===== src/sv/hcm_pkg.sv =====
package hcm_pkg;

    // frame geometry limits
    localparam int MAX_WIDTH  = 2048;
    localparam int MAX_HEIGHT = 2048;
    localparam int MAX_DIM    = (MAX_WIDTH > MAX_HEIGHT) ? MAX_WIDTH : MAX_HEIGHT;

    // counter, coordinate and accumulator widths
    localparam int COL_W  = $clog2(MAX_WIDTH + 1);
    localparam int ROW_W  = $clog2(MAX_HEIGHT + 1);
    localparam int HALF_W = (MAX_DIM > 2) ? $clog2((MAX_DIM + 1) / 2) : 1;
    localparam int CNT_W  = $clog2(((MAX_WIDTH + 1) / 2) * ((MAX_HEIGHT + 1) / 2) + 1);
    localparam int SUM_W  = HALF_W + CNT_W;
    localparam int STEP_W = (HALF_W > 1) ? $clog2(HALF_W) : 1;

    // result field widths
    localparam int CENTER_W = 11;
    localparam int MCOUNT_W = 21;

    // pixel divider: 17-bit numerator, 9-bit divisor, 8-bit quotient
    localparam int PIX_NUM_W = 17;
    localparam int PIX_DEN_W = 9;
    localparam int PIX_Q_W   = 8;

    // hsv conversion constants
    localparam logic [7:0] HUE_BASE_R = 8'd0;
    localparam logic [7:0] HUE_BASE_G = 8'd60;
    localparam logic [7:0] HUE_BASE_B = 8'd120;
    localparam int         HUE_SCALE  = 60;
    localparam int         SAT_SCALE  = 510;
    localparam int         HUE_SHIFT  = 30;
    localparam int         HUE_WRAP   = 180;

    // configuration register map
    localparam int         PADDR_W      = 5;
    localparam int         PDATA_W      = 32;
    localparam logic [2:0] REG_HUE_LOW  = 3'd0;
    localparam logic [2:0] REG_HUE_HIGH = 3'd1;
    localparam logic [2:0] REG_SAT_LOW  = 3'd2;
    localparam logic [2:0] REG_SAT_HIGH = 3'd3;
    localparam logic [2:0] REG_VAL_LOW  = 3'd4;
    localparam logic [2:0] REG_VAL_HIGH = 3'd5;

    localparam logic [7:0] RST_HUE_LOW  = 8'd35;
    localparam logic [7:0] RST_HUE_HIGH = 8'd85;
    localparam logic [7:0] RST_SAT_LOW  = 8'd100;
    localparam logic [7:0] RST_SAT_HIGH = 8'd255;
    localparam logic [7:0] RST_VAL_LOW  = 8'd100;
    localparam logic [7:0] RST_VAL_HIGH = 8'd255;

    // frame queue depth
    localparam int FIFO_DEPTH = 2;
    localparam int FIFO_PTR_W = $clog2(FIFO_DEPTH);
    localparam int FIFO_CNT_W = $clog2(FIFO_DEPTH + 1);

    typedef struct packed {
        logic [7:0] hue_low;
        logic [7:0] hue_high;
        logic [7:0] sat_low;
        logic [7:0] sat_high;
        logic [7:0] val_low;
        logic [7:0] val_high;
    } hsv_bounds_t;

    typedef struct packed {
        logic [SUM_W-1:0] sum_x;
        logic [SUM_W-1:0] sum_y;
        logic [CNT_W-1:0] count;
    } frame_sum_t;

    typedef struct packed {
        logic              kept;
        logic              v_zero;
        logic              d_zero;
        logic [7:0]        v;
        logic [7:0]        h_base;
        logic [HALF_W-1:0] hx;
        logic [HALF_W-1:0] hy;
        logic              fe;
    } pix_side_t;

endpackage


===== src/sv/hcm_pix_div.sv =====
module hcm_pix_div
    import hcm_pkg::*;
(
    input  logic                 clk,
    input  logic                 en,
    input  logic [PIX_NUM_W-1:0] num,
    input  logic [PIX_DEN_W-1:0] den,
    output logic [PIX_Q_W-1:0]   quot
);

    // one quotient bit per stage, msb first
    logic [PIX_NUM_W-1:0] rem_reg [PIX_Q_W];
    logic [PIX_DEN_W-1:0] den_reg [PIX_Q_W];
    logic [PIX_Q_W-1:0]   q_reg   [PIX_Q_W];

    for (genvar k = 0; k < PIX_Q_W; k++) begin : g_step
        logic [PIX_NUM_W-1:0] rem_in;
        logic [PIX_DEN_W-1:0] den_in;
        logic [PIX_Q_W-1:0]   q_in;
        logic [PIX_NUM_W-1:0] trial;
        logic                 ge;

        if (k == 0) begin : g_first
            assign rem_in = num;
            assign den_in = den;
            assign q_in   = '0;
        end
        else begin : g_next
            assign rem_in = rem_reg[k-1];
            assign den_in = den_reg[k-1];
            assign q_in   = q_reg[k-1];
        end

        // compare against shifted divisor and subtract
        assign trial = PIX_NUM_W'(den_in) << (PIX_Q_W - 1 - k);
        assign ge    = (rem_in >= trial);

        always_ff @(posedge clk)
        begin
            if (en)
            begin
                rem_reg[k] <= ge ? (rem_in - trial) : rem_in;
                den_reg[k] <= den_in;
                q_reg[k]   <= q_in | (PIX_Q_W'(ge) << (PIX_Q_W - 1 - k));
            end
        end
    end

    assign quot = q_reg[PIX_Q_W-1];

endmodule


===== src/sv/hcm_hsv_front.sv =====
module hcm_hsv_front
    import hcm_pkg::*;
(
    input  logic        clk,
    input  logic        rst_n,
    input  logic        push,
    output logic        full,
    input  logic [23:0] pixel_bgr,
    input  logic        line_end,
    input  logic        frame_end,
    input  hsv_bounds_t bounds,
    output logic        fifo_push,
    input  logic        fifo_full,
    output frame_sum_t  fifo_data
);

    logic adv;
    logic accept;

    // raster position counters
    logic [COL_W-1:0] col_reg, col_next;
    logic [ROW_W-1:0] row_reg, row_next;
    logic             kept_now;

    // stage 0: captured pixel
    logic              s0_valid_reg;
    logic              s0_kept_reg;
    logic [23:0]       s0_bgr_reg;
    logic [HALF_W-1:0] s0_hx_reg;
    logic [HALF_W-1:0] s0_hy_reg;
    logic              s0_fe_reg;

    // stage 1: max/min and divider operands
    logic [7:0]           r, g, b, v, mn, diff;
    logic                 r_max, g_max;
    logic [8:0]           dpd;
    logic [7:0]           h_base;
    logic                 s1_valid_reg;
    pix_side_t            s1_side_reg;
    logic [PIX_NUM_W-1:0] s1_snum_reg, s1_hnum_reg;
    logic [PIX_DEN_W-1:0] s1_sden_reg, s1_hden_reg;

    // divider pipeline and sideband
    logic [PIX_Q_W-1:0] sq, hq;
    logic [PIX_Q_W-1:0] pv_reg;
    pix_side_t          side_reg [PIX_Q_W];
    pix_side_t          side_out;

    // hsv finish and range test
    logic [8:0] h9;
    logic [7:0] h, s;
    logic       hit;

    // accumulate stage
    logic              a_valid_reg;
    logic              a_hit_reg;
    logic [HALF_W-1:0] a_hx_reg;
    logic [HALF_W-1:0] a_hy_reg;
    logic              a_fe_reg;
    logic [SUM_W-1:0]  sum_x_reg, sum_x_next;
    logic [SUM_W-1:0]  sum_y_reg, sum_y_next;
    logic [CNT_W-1:0]  cnt_reg, cnt_next;
    logic [SUM_W-1:0]  sum_x_add, sum_y_add;
    logic [CNT_W-1:0]  cnt_add;

    // whole pipeline holds only when a frame total cannot be queued
    assign adv    = !(a_valid_reg && a_fe_reg && fifo_full);
    assign full   = !adv;
    assign accept = push && adv;

    // keep even column and even row inside the limits
    assign kept_now = (col_reg < COL_W'(MAX_WIDTH)) && (row_reg < ROW_W'(MAX_HEIGHT))
                      && !col_reg[0] && !row_reg[0];

    always_comb
    begin
        col_next = col_reg;
        row_next = row_reg;
        if (accept)
        begin
            if (frame_end)
            begin
                col_next = '0;
                row_next = '0;
            end
            else if (line_end)
            begin
                col_next = '0;
                if (row_reg < ROW_W'(MAX_HEIGHT))
                    row_next = row_reg + ROW_W'(1);
            end
            else if (col_reg < COL_W'(MAX_WIDTH))
            begin
                col_next = col_reg + COL_W'(1);
            end
        end
    end

    always_ff @(posedge clk or negedge rst_n)
    begin
        if (!rst_n)
        begin
            col_reg <= '0;
            row_reg <= '0;
        end
        else
        begin
            col_reg <= col_next;
            row_reg <= row_next;
        end
    end

    // stage 0 capture
    always_ff @(posedge clk or negedge rst_n)
    begin
        if (!rst_n)
            s0_valid_reg <= 1'b0;
        else if (adv)
            s0_valid_reg <= push;
    end

    always_ff @(posedge clk)
    begin
        if (accept)
        begin
            s0_kept_reg <= kept_now;
            s0_bgr_reg  <= pixel_bgr;
            s0_hx_reg   <= HALF_W'(col_reg >> 1);
            s0_hy_reg   <= HALF_W'(row_reg >> 1);
            s0_fe_reg   <= frame_end;
        end
    end

    // max, min and hue sector
    assign b = s0_bgr_reg[7:0];
    assign g = s0_bgr_reg[15:8];
    assign r = s0_bgr_reg[23:16];

    always_comb
    begin
        v  = r;
        mn = r;
        if (g > v)
            v = g;
        if (b > v)
            v = b;
        if (g < mn)
            mn = g;
        if (b < mn)
            mn = b;
    end

    assign diff  = v - mn;
    assign r_max = (v == r);
    assign g_max = (v == g);

    // hue numerator offset so the quotient is never negative
    always_comb
    begin
        if (r_max)
        begin
            dpd    = {1'b0, g} + {1'b0, diff} - {1'b0, b};
            h_base = HUE_BASE_R;
        end
        else if (g_max)
        begin
            dpd    = {1'b0, b} + {1'b0, diff} - {1'b0, r};
            h_base = HUE_BASE_G;
        end
        else
        begin
            dpd    = {1'b0, r} + {1'b0, diff} - {1'b0, g};
            h_base = HUE_BASE_B;
        end
    end

    always_ff @(posedge clk or negedge rst_n)
    begin
        if (!rst_n)
            s1_valid_reg <= 1'b0;
        else if (adv)
            s1_valid_reg <= s0_valid_reg;
    end

    always_ff @(posedge clk)
    begin
        if (adv)
        begin
            s1_side_reg.kept   <= s0_kept_reg;
            s1_side_reg.v_zero <= (v == 8'd0);
            s1_side_reg.d_zero <= (diff == 8'd0);
            s1_side_reg.v      <= v;
            s1_side_reg.h_base <= h_base;
            s1_side_reg.hx     <= s0_hx_reg;
            s1_side_reg.hy     <= s0_hy_reg;
            s1_side_reg.fe     <= s0_fe_reg;
            s1_snum_reg <= PIX_NUM_W'(diff) * PIX_NUM_W'(SAT_SCALE) + PIX_NUM_W'(v);
            s1_sden_reg <= {v, 1'b0};
            s1_hnum_reg <= PIX_NUM_W'(dpd) * PIX_NUM_W'(HUE_SCALE) + PIX_NUM_W'(diff);
            s1_hden_reg <= {diff, 1'b0};
        end
    end

    // saturation and hue quotients
    hcm_pix_div u_sat_div
    (
        .clk  (clk),
        .en   (adv),
        .num  (s1_snum_reg),
        .den  (s1_sden_reg),
        .quot (sq)
    );

    hcm_pix_div u_hue_div
    (
        .clk  (clk),
        .en   (adv),
        .num  (s1_hnum_reg),
        .den  (s1_hden_reg),
        .quot (hq)
    );

    // sideband follows the divider stages
    always_ff @(posedge clk or negedge rst_n)
    begin
        if (!rst_n)
            pv_reg <= '0;
        else if (adv)
            pv_reg <= (pv_reg << 1) | PIX_Q_W'(s1_valid_reg);
    end

    always_ff @(posedge clk)
    begin
        if (adv)
        begin
            side_reg[0] <= s1_side_reg;
            for (int i = 1; i < PIX_Q_W; i++)
                side_reg[i] <= side_reg[i-1];
        end
    end

    assign side_out = side_reg[PIX_Q_W-1];

    // hue wrap into 0..179 and inclusive range test
    assign h9 = 9'(side_out.h_base) + 9'(hq);

    always_comb
    begin
        if (side_out.d_zero)
            h = 8'd0;
        else if (h9 < 9'(HUE_SHIFT))
            h = 8'(h9 + 9'(HUE_WRAP - HUE_SHIFT));
        else
            h = 8'(h9 - 9'(HUE_SHIFT));
    end

    assign s   = side_out.v_zero ? 8'd0 : sq;
    assign hit = side_out.kept
                 && (h >= bounds.hue_low) && (h <= bounds.hue_high)
                 && (s >= bounds.sat_low) && (s <= bounds.sat_high)
                 && (side_out.v >= bounds.val_low) && (side_out.v <= bounds.val_high);

    always_ff @(posedge clk or negedge rst_n)
    begin
        if (!rst_n)
            a_valid_reg <= 1'b0;
        else if (adv)
            a_valid_reg <= pv_reg[PIX_Q_W-1];
    end

    always_ff @(posedge clk)
    begin
        if (adv)
        begin
            a_hit_reg <= hit;
            a_hx_reg  <= side_out.hx;
            a_hy_reg  <= side_out.hy;
            a_fe_reg  <= side_out.fe;
        end
    end

    // running sums, handed to the queue at frame end
    assign sum_x_add = sum_x_reg + (a_hit_reg ? SUM_W'(a_hx_reg) : SUM_W'(0));
    assign sum_y_add = sum_y_reg + (a_hit_reg ? SUM_W'(a_hy_reg) : SUM_W'(0));
    assign cnt_add   = cnt_reg + CNT_W'(a_hit_reg);

    assign fifo_push       = adv && a_valid_reg && a_fe_reg;
    assign fifo_data.sum_x = sum_x_add;
    assign fifo_data.sum_y = sum_y_add;
    assign fifo_data.count = cnt_add;

    always_comb
    begin
        sum_x_next = sum_x_reg;
        sum_y_next = sum_y_reg;
        cnt_next   = cnt_reg;
        if (adv && a_valid_reg)
        begin
            if (a_fe_reg)
            begin
                sum_x_next = '0;
                sum_y_next = '0;
                cnt_next   = '0;
            end
            else
            begin
                sum_x_next = sum_x_add;
                sum_y_next = sum_y_add;
                cnt_next   = cnt_add;
            end
        end
    end

    always_ff @(posedge clk or negedge rst_n)
    begin
        if (!rst_n)
        begin
            sum_x_reg <= '0;
            sum_y_reg <= '0;
            cnt_reg   <= '0;
        end
        else
        begin
            sum_x_reg <= sum_x_next;
            sum_y_reg <= sum_y_next;
            cnt_reg   <= cnt_next;
        end
    end

endmodule


===== src/sv/hcm_frame_fifo.sv =====
module hcm_frame_fifo
    import hcm_pkg::*;
(
    input  logic       clk,
    input  logic       rst_n,
    input  logic       push,
    output logic       full,
    input  frame_sum_t din,
    input  logic       pop,
    output logic       empty,
    output frame_sum_t dout
);

    frame_sum_t            mem_reg [FIFO_DEPTH];
    logic [FIFO_PTR_W-1:0] wr_ptr_reg, wr_ptr_next;
    logic [FIFO_PTR_W-1:0] rd_ptr_reg, rd_ptr_next;
    logic [FIFO_CNT_W-1:0] fill_reg, fill_next;
    logic                  do_push, do_pop;

    assign full    = (fill_reg == FIFO_CNT_W'(FIFO_DEPTH));
    assign empty   = (fill_reg == '0);
    assign do_push = push && !full;
    assign do_pop  = pop && !empty;
    assign dout    = mem_reg[rd_ptr_reg];

    // pointer wrap and fill level
    always_comb
    begin
        wr_ptr_next = wr_ptr_reg;
        rd_ptr_next = rd_ptr_reg;
        fill_next   = fill_reg;
        if (do_push)
            wr_ptr_next = (wr_ptr_reg == FIFO_PTR_W'(FIFO_DEPTH - 1)) ? '0
                          : wr_ptr_reg + FIFO_PTR_W'(1);
        if (do_pop)
            rd_ptr_next = (rd_ptr_reg == FIFO_PTR_W'(FIFO_DEPTH - 1)) ? '0
                          : rd_ptr_reg + FIFO_PTR_W'(1);
        if (do_push && !do_pop)
            fill_next = fill_reg + FIFO_CNT_W'(1);
        else if (do_pop && !do_push)
            fill_next = fill_reg - FIFO_CNT_W'(1);
    end

    always_ff @(posedge clk or negedge rst_n)
    begin
        if (!rst_n)
        begin
            wr_ptr_reg <= '0;
            rd_ptr_reg <= '0;
            fill_reg   <= '0;
        end
        else
        begin
            wr_ptr_reg <= wr_ptr_next;
            rd_ptr_reg <= rd_ptr_next;
            fill_reg   <= fill_next;
        end
    end

    always_ff @(posedge clk)
    begin
        if (do_push)
            mem_reg[wr_ptr_reg] <= din;
    end

endmodule


===== src/sv/hcm_centroid_div.sv =====
module hcm_centroid_div
    import hcm_pkg::*;
(
    input  logic                clk,
    input  logic                rst_n,
    input  logic                fifo_empty,
    output logic                fifo_pop,
    input  frame_sum_t          fifo_data,
    output logic                empty,
    input  logic                pop,
    output logic                found,
    output logic [CENTER_W-1:0] center_x,
    output logic [CENTER_W-1:0] center_y,
    output logic [MCOUNT_W-1:0] match_count
);

    localparam logic [1:0] ST_IDLE = 2'd0;
    localparam logic [1:0] ST_DIV  = 2'd1;
    localparam logic [1:0] ST_OUT  = 2'd2;

    logic [1:0]          state_reg, state_next;
    logic [STEP_W-1:0]   step_reg;
    logic [SUM_W-1:0]    remx_reg, remy_reg, dsh_reg;
    logic [HALF_W-1:0]   qx_reg, qy_reg;
    logic [CNT_W-1:0]    cnt_reg;
    logic                out_valid_reg, out_valid_next;
    logic                found_reg;
    logic [CENTER_W-1:0] cx_reg, cy_reg;
    logic [MCOUNT_W-1:0] mc_reg;
    logic                gex, gey, load_out;

    assign gex      = (remx_reg >= dsh_reg);
    assign gey      = (remy_reg >= dsh_reg);
    assign fifo_pop = (state_reg == ST_IDLE) && !fifo_empty;
    assign load_out = (state_reg == ST_OUT) && (!out_valid_reg || pop);

    // frame sequencer
    always_comb
    begin
        state_next = state_reg;
        case (state_reg)
            ST_IDLE:
            begin
                if (!fifo_empty)
                    state_next = ST_DIV;
            end
            ST_DIV:
            begin
                if (step_reg == '0)
                    state_next = ST_OUT;
            end
            ST_OUT:
            begin
                if (load_out)
                    state_next = ST_IDLE;
            end
            default:
            begin
                state_next = ST_IDLE;
            end
        endcase
    end

    // result register in front of the output side
    always_comb
    begin
        out_valid_next = out_valid_reg;
        if (load_out)
            out_valid_next = 1'b1;
        else if (pop)
            out_valid_next = 1'b0;
    end

    always_ff @(posedge clk or negedge rst_n)
    begin
        if (!rst_n)
        begin
            state_reg     <= ST_IDLE;
            out_valid_reg <= 1'b0;
        end
        else
        begin
            state_reg     <= state_next;
            out_valid_reg <= out_valid_next;
        end
    end

    // restoring division of both sums by the count, one bit per cycle
    always_ff @(posedge clk)
    begin
        if (fifo_pop)
        begin
            remx_reg <= fifo_data.sum_x;
            remy_reg <= fifo_data.sum_y;
            dsh_reg  <= SUM_W'(fifo_data.count) << (HALF_W - 1);
            cnt_reg  <= fifo_data.count;
            qx_reg   <= '0;
            qy_reg   <= '0;
            step_reg <= STEP_W'(HALF_W - 1);
        end
        else if (state_reg == ST_DIV)
        begin
            remx_reg <= gex ? (remx_reg - dsh_reg) : remx_reg;
            remy_reg <= gey ? (remy_reg - dsh_reg) : remy_reg;
            qx_reg   <= (qx_reg << 1) | HALF_W'(gex);
            qy_reg   <= (qy_reg << 1) | HALF_W'(gey);
            dsh_reg  <= dsh_reg >> 1;
            step_reg <= step_reg - STEP_W'(1);
        end
    end

    always_ff @(posedge clk)
    begin
        if (load_out)
        begin
            found_reg <= (cnt_reg != '0);
            cx_reg    <= (cnt_reg != '0) ? CENTER_W'({qx_reg, 1'b0}) : '0;
            cy_reg    <= (cnt_reg != '0) ? CENTER_W'({qy_reg, 1'b0}) : '0;
            mc_reg    <= MCOUNT_W'(cnt_reg);
        end
    end

    assign empty       = !out_valid_reg;
    assign found       = found_reg;
    assign center_x    = cx_reg;
    assign center_y    = cy_reg;
    assign match_count = mc_reg;

endmodule


===== src/sv/hsv_color_mask_centroid_unit.sv =====
// channel   direction  handshake            payload
// pixels    in         push / full          pixel_bgr, line_end, frame_end
// results   out        pop / empty          found, center_x, center_y, match_count
// config    in         apb psel/penable     paddr, pwdata, prdata (bounds at 4*i)
//
// one pixel is taken every clock while full is low; a pixel reaches the sums through
// the hsv pipeline: capture and operand registers, the 8-stage saturation and hue
// dividers and the accumulate register; the back divider gives one quotient bit per cycle.
// reset clears counters, sums, queue and result valid; bounds return to defaults.
// full rises only when a frame total cannot enter the two-entry queue; it then stalls
// the whole pixel pipeline until the result side drains.
module hsv_color_mask_centroid_unit
    import hcm_pkg::*;
(
    input  logic                clk,
    input  logic                rst_n,
    input  logic                push,
    output logic                full,
    input  logic [23:0]         pixel_bgr,
    input  logic                line_end,
    input  logic                frame_end,
    output logic                empty,
    input  logic                pop,
    output logic                found,
    output logic [CENTER_W-1:0] center_x,
    output logic [CENTER_W-1:0] center_y,
    output logic [MCOUNT_W-1:0] match_count,
    input  logic                psel,
    input  logic                penable,
    input  logic                pwrite,
    input  logic [PADDR_W-1:0]  paddr,
    input  logic [PDATA_W-1:0]  pwdata,
    output logic [PDATA_W-1:0]  prdata,
    output logic                pready
);

    hsv_bounds_t bounds_reg;
    logic        cfg_wr;
    logic [2:0]  reg_idx;
    logic [7:0]  rd_val;
    logic        fifo_push, fifo_full, fifo_pop, fifo_empty;
    frame_sum_t  fifo_din, fifo_dout;

    // configuration registers
    assign pready  = 1'b1;
    assign cfg_wr  = psel && penable && pwrite && pready;
    assign reg_idx = paddr[PADDR_W-1:2];

    always_ff @(posedge clk or negedge rst_n)
    begin
        if (!rst_n)
        begin
            bounds_reg.hue_low  <= RST_HUE_LOW;
            bounds_reg.hue_high <= RST_HUE_HIGH;
            bounds_reg.sat_low  <= RST_SAT_LOW;
            bounds_reg.sat_high <= RST_SAT_HIGH;
            bounds_reg.val_low  <= RST_VAL_LOW;
            bounds_reg.val_high <= RST_VAL_HIGH;
        end
        else if (cfg_wr)
        begin
            case (reg_idx)
                REG_HUE_LOW:  bounds_reg.hue_low  <= pwdata[7:0];
                REG_HUE_HIGH: bounds_reg.hue_high <= pwdata[7:0];
                REG_SAT_LOW:  bounds_reg.sat_low  <= pwdata[7:0];
                REG_SAT_HIGH: bounds_reg.sat_high <= pwdata[7:0];
                REG_VAL_LOW:  bounds_reg.val_low  <= pwdata[7:0];
                REG_VAL_HIGH: bounds_reg.val_high <= pwdata[7:0];
                default:      ;
            endcase
        end
    end

    // register readback
    always_comb
    begin
        case (reg_idx)
            REG_HUE_LOW:  rd_val = bounds_reg.hue_low;
            REG_HUE_HIGH: rd_val = bounds_reg.hue_high;
            REG_SAT_LOW:  rd_val = bounds_reg.sat_low;
            REG_SAT_HIGH: rd_val = bounds_reg.sat_high;
            REG_VAL_LOW:  rd_val = bounds_reg.val_low;
            REG_VAL_HIGH: rd_val = bounds_reg.val_high;
            default:      rd_val = 8'd0;
        endcase
    end

    assign prdata = PDATA_W'(rd_val);

    // pixel classification and accumulation
    hcm_hsv_front u_front
    (
        .clk       (clk),
        .rst_n     (rst_n),
        .push      (push),
        .full      (full),
        .pixel_bgr (pixel_bgr),
        .line_end  (line_end),
        .frame_end (frame_end),
        .bounds    (bounds_reg),
        .fifo_push (fifo_push),
        .fifo_full (fifo_full),
        .fifo_data (fifo_din)
    );

    // frame totals queue
    hcm_frame_fifo u_fifo
    (
        .clk   (clk),
        .rst_n (rst_n),
        .push  (fifo_push),
        .full  (fifo_full),
        .din   (fifo_din),
        .pop   (fifo_pop),
        .empty (fifo_empty),
        .dout  (fifo_dout)
    );

    // centroid division and result transaction
    hcm_centroid_div u_back
    (
        .clk         (clk),
        .rst_n       (rst_n),
        .fifo_empty  (fifo_empty),
        .fifo_pop    (fifo_pop),
        .fifo_data   (fifo_dout),
        .empty       (empty),
        .pop         (pop),
        .found       (found),
        .center_x    (center_x),
        .center_y    (center_y),
        .match_count (match_count)
    );

endmodule

===== config.mk =====
export PLATFORM = sky130hd
export DESIGN_NAME = hsv_color_mask_centroid_unit
export DESIGN_NICKNAME = d
export VERILOG_FILES = /design/src/sv/hcm_pkg.sv /design/src/sv/hcm_pix_div.sv /design/src/sv/hcm_hsv_front.sv /design/src/sv/hcm_frame_fifo.sv /design/src/sv/hcm_centroid_div.sv /design/src/sv/hsv_color_mask_centroid_unit.sv
export SDC_FILE = /design/constraint.sdc
export NUM_CORES = 2
export LEC_CHECK = 0
export BUFFER_PORTS_ARGS = -buffer_cell sky130_fd_sc_hd__buf_4
export CORE_AREA = 2 2 377 379
export CTS_BUF_LIST = sky130_fd_sc_hd__clkbuf_16
export DETAILED_ROUTE_END_ITERATION = 6
export DIE_AREA = 0 0 379 381
export PLACE_DENSITY = 0.66
export SLEW_MARGIN = 15
export SYNTH_ARGS = -nofsm -noshare
export SYNTH_HDL_FRONTEND = slang
export SYNTH_HIERARCHICAL = 1
export SYNTH_SLANG_ARGS = --single-unit

===== constraint.sdc =====
create_clock -name clk -period 33.7 [get_ports clk]
set_clock_uncertainty 0.1 [all_clocks]
set_input_delay 1.685 -clock clk [delete_from_list [all_inputs] [get_ports clk]]
set_output_delay 1.685 -clock clk [all_outputs]
set_load 0.02 [all_outputs]

==> flow_metrics.env <==
export IMPL_run_status="complete, no violations"
export IMPL_yosys_warnings=6
export IMPL_dpl_worst_slack_ps=21020
export IMPL_cpMaxStageDelayCell="xor2_1"
export IMPL_path_delay_family="compound AO/OA/AOI/OAI gates"
export IMPL_viasPerCell=5.39
export IMPL_path_class="flip-flop to flip-flop"
export IMPL_drc=0
export IMPL_ys_types=133
export IMPL_fin_ws_ps=20860
export IMPL_die_area_um2=144000
export IMPL_clk_root_buffer_cell="clkbuf_16"
export IMPL_slew_viol_final=0
export IMPL_clock_fmax_ghz=0.0779
export IMPL_cts_setup_buffers=0
export IMPL_synth_avg_cell_area_um2=12.6
export IMPL_post_drt_wl_per_cell_um=17.3
export IMPL_cap_violations=0
export IMPL_clock_latency_ps=780
export IMPL_drt_iter0_markers=3012
export IMPL_dpl_hpwl_mm=94.6
export IMPL_crit_start="u_front/s0_bgr_reg[15]"
export IMPL_synth_edf_count=1169
export IMPL_gp_congestion=0.921
export IMPL_setup_tns_final_ps=0
export IMPL_ios=149
export IMPL_grtUsageTotal_pct=18.6
export IMPL_syn_cell_area_um2=69700
export IMPL_core_um2=141000
export IMPL_r2r_start="u_front/s0_bgr_reg[15]"
export IMPL_die_x_um=379
export IMPL_grt_pass1_vias=41200
export IMPL_postSynthCellCount=5548
export IMPL_post_cts_resized=0
export IMPL_cp_num_buf_inv=4
export IMPL_max_stage_delay_ps=830
export IMPL_cts_buffers=142
export IMPL_final_area_um2=77000
export IMPL_grt_pass1_wl_mm=215
export IMPL_nFillCells=11600
export IMPL_fin_hold_ws_ps=303
export IMPL_clock_sinks=1375
export IMPL_crit_path_max_fanout=11
export IMPL_antenna_found_initial=1
export IMPL_via_count=41500
export IMPL_std_cell_rows=138
export IMPL_drtPass1Iterations=5
export IMPL_crit_required_ps=34160
export IMPL_crit_arrival_ps=13300
export IMPL_hold_start="u_front/u_hue_div/q_reg[1][18]"
export IMPL_nets=6243
export IMPL_rsz0062_at_grt="no"
export IMPL_slew_headroom_pct=29.7
export IMPL_layout_min_cycle_time_ps=12840
export IMPL_grt_max_degree=191
export IMPL_synthArstFlopShare_pct=12.6
export IMPL_finalWirelength_mm=133
export IMPL_drtAntennaViolNets=0
export IMPL_setup_viol=0
export IMPL_diodes=0
export IMPL_start_util_pct=49.6
export IMPL_grt_overflow=0
export IMPL_io_buffer_count=95
export IMPL_finalHoldViolations=0
export IMPL_drive_gt1_share_pct=11.3
export IMPL_area_growth_pct=10.6
export IMPL_clock_path_buffers=3
export IMPL_cts_hold_buffers=0
export IMPL_min_path_type="flip-flop to flip-flop"
export IMPL_largest_reg_flops=280
export IMPL_final_cell_mix="edfxtp_1, inv_1, ha_1, nand2_1, a21oi_1"
export IMPL_final_common_cell="edfxtp_1"
export IMPL_ys_seq_area_share_pct=57.6
export IMPL_fp_dieH_um=381
export IMPL_cts_tree="yes"
export IMPL_synth_ff_type="edfxtp_1"
export IMPL_htreeDepth=4
export IMPL_critical_path_endpoint_type="flip-flop"
export IMPL_final_period_utilization_pct=38.1
export IMPL_critPathLaunchType="flip-flop"
export IMPL_tightest_slew_ps=1050
export IMPL_path_clk_slew_ps=60
export IMPL_synth_seq_cells=1375
export IMPL_place_area_um2=72300
## per-stage QoR
stage	instances	utilization, %
floorplan	5578	-
global placement	7430	51.5
detailed placement	7430	51.5
CTS	7689	54.8
global route	7690	54.8
finish	7690	54.8
## path summary, 6_finish.rpt
kind / endpoint / slack [ps] / depth (start not counted)
setup / recovery: u_front/s1_hnum_reg[15] / 20860 / 41
hold reg to reg: u_front/u_hue_div/q_reg[1][26] / 300 / 0
max in group asynchronous: u_front/col_reg[10] / 31400 / 2
min in group asynchronous: u_back/out_valid_reg / 760 / 1
setup reg to reg: u_front/s1_hnum_reg[15] / 20860 / 41
hold / removal: u_front/u_hue_div/q_reg[1][26] / 300 / 0
## synthesized netlist by cell type, drive strengths merged (14+ instances only)
cell / number / area (µm²)
a2111oi: 15 / 180
a211oi: 30 / 245
a21o: 93 / 699
a21oi: 369 / 1880
a22o: 35 / 307
a31oi: 28 / 181
and2: 41 / 257
and3: 54 / 344
buf: 73 / 494
clkbuf: 91 / 345
dfrtp: 144 / 3600
dfstp: 29 / 762
dfxtp: 33 / 661
edfxtp: 1169 / 35100
fa: 79 / 1580
ha: 409 / 5120
inv: 480 / 1800
mux2: 207 / 2560
mux2i: 41 / 414
nand2: 402 / 1510
nand2b: 56 / 350
nand3: 82 / 415
nand3b: 15 / 113
nand4: 49 / 322
nor2: 284 / 1100
nor2b: 88 / 558
nor3: 73 / 435
nor4: 40 / 256
o211ai: 21 / 176
o21a: 51 / 383
o21ai: 263 / 1350
o21bai: 49 / 368
o221ai: 15 / 131
o31a: 14 / 125
o31ai: 30 / 244
or3: 19 / 124
or4: 15 / 113
xnor2: 217 / 1910
xor2: 164 / 1460
## per-layer routing
layer	up-vias	wire length, µm	GRT usage [%]
li1	20400	-	-
met1	20000	60300	25.2
met4	0	3910	6.44
met2	833	62700	30.4
met3	248	5990	2.85
met5	-	0	0
## kinds of logic (layout without fill, tap and decap cells)
family	after synthesis	after routing	synth area share [%]
XOR/XNOR	382	382	4.87
AO/OA/AOI/OAI	1122	1122	10.5
multiplexers	248	248	4.26
adder cells (fa/ha/maj)	496	496	9.74
other	4	34	0.0216
flip-flops	1375	1375	57.6
AND/OR/NAND/NOR	1277	1277	9.20
buffers and inverters	644	866	3.80
## layout make-up
cell class,count,area [µm²],share of cell area [%]
Tap cell,1890,2360,3.07
Sequential cell,1375,40100,52.1
Inverter,480,1810,2.35
Clock inverter,116,1100,1.43
Multi-Input combinational cell,3559,27100,35.1
Timing Repair Buffer,127,977,1.27
Clock buffer,143,3580,4.65
Power is left out: the tool's default activity adds up to more than one toggle a clock period on the data nets, which glitch-free logic cannot reach.
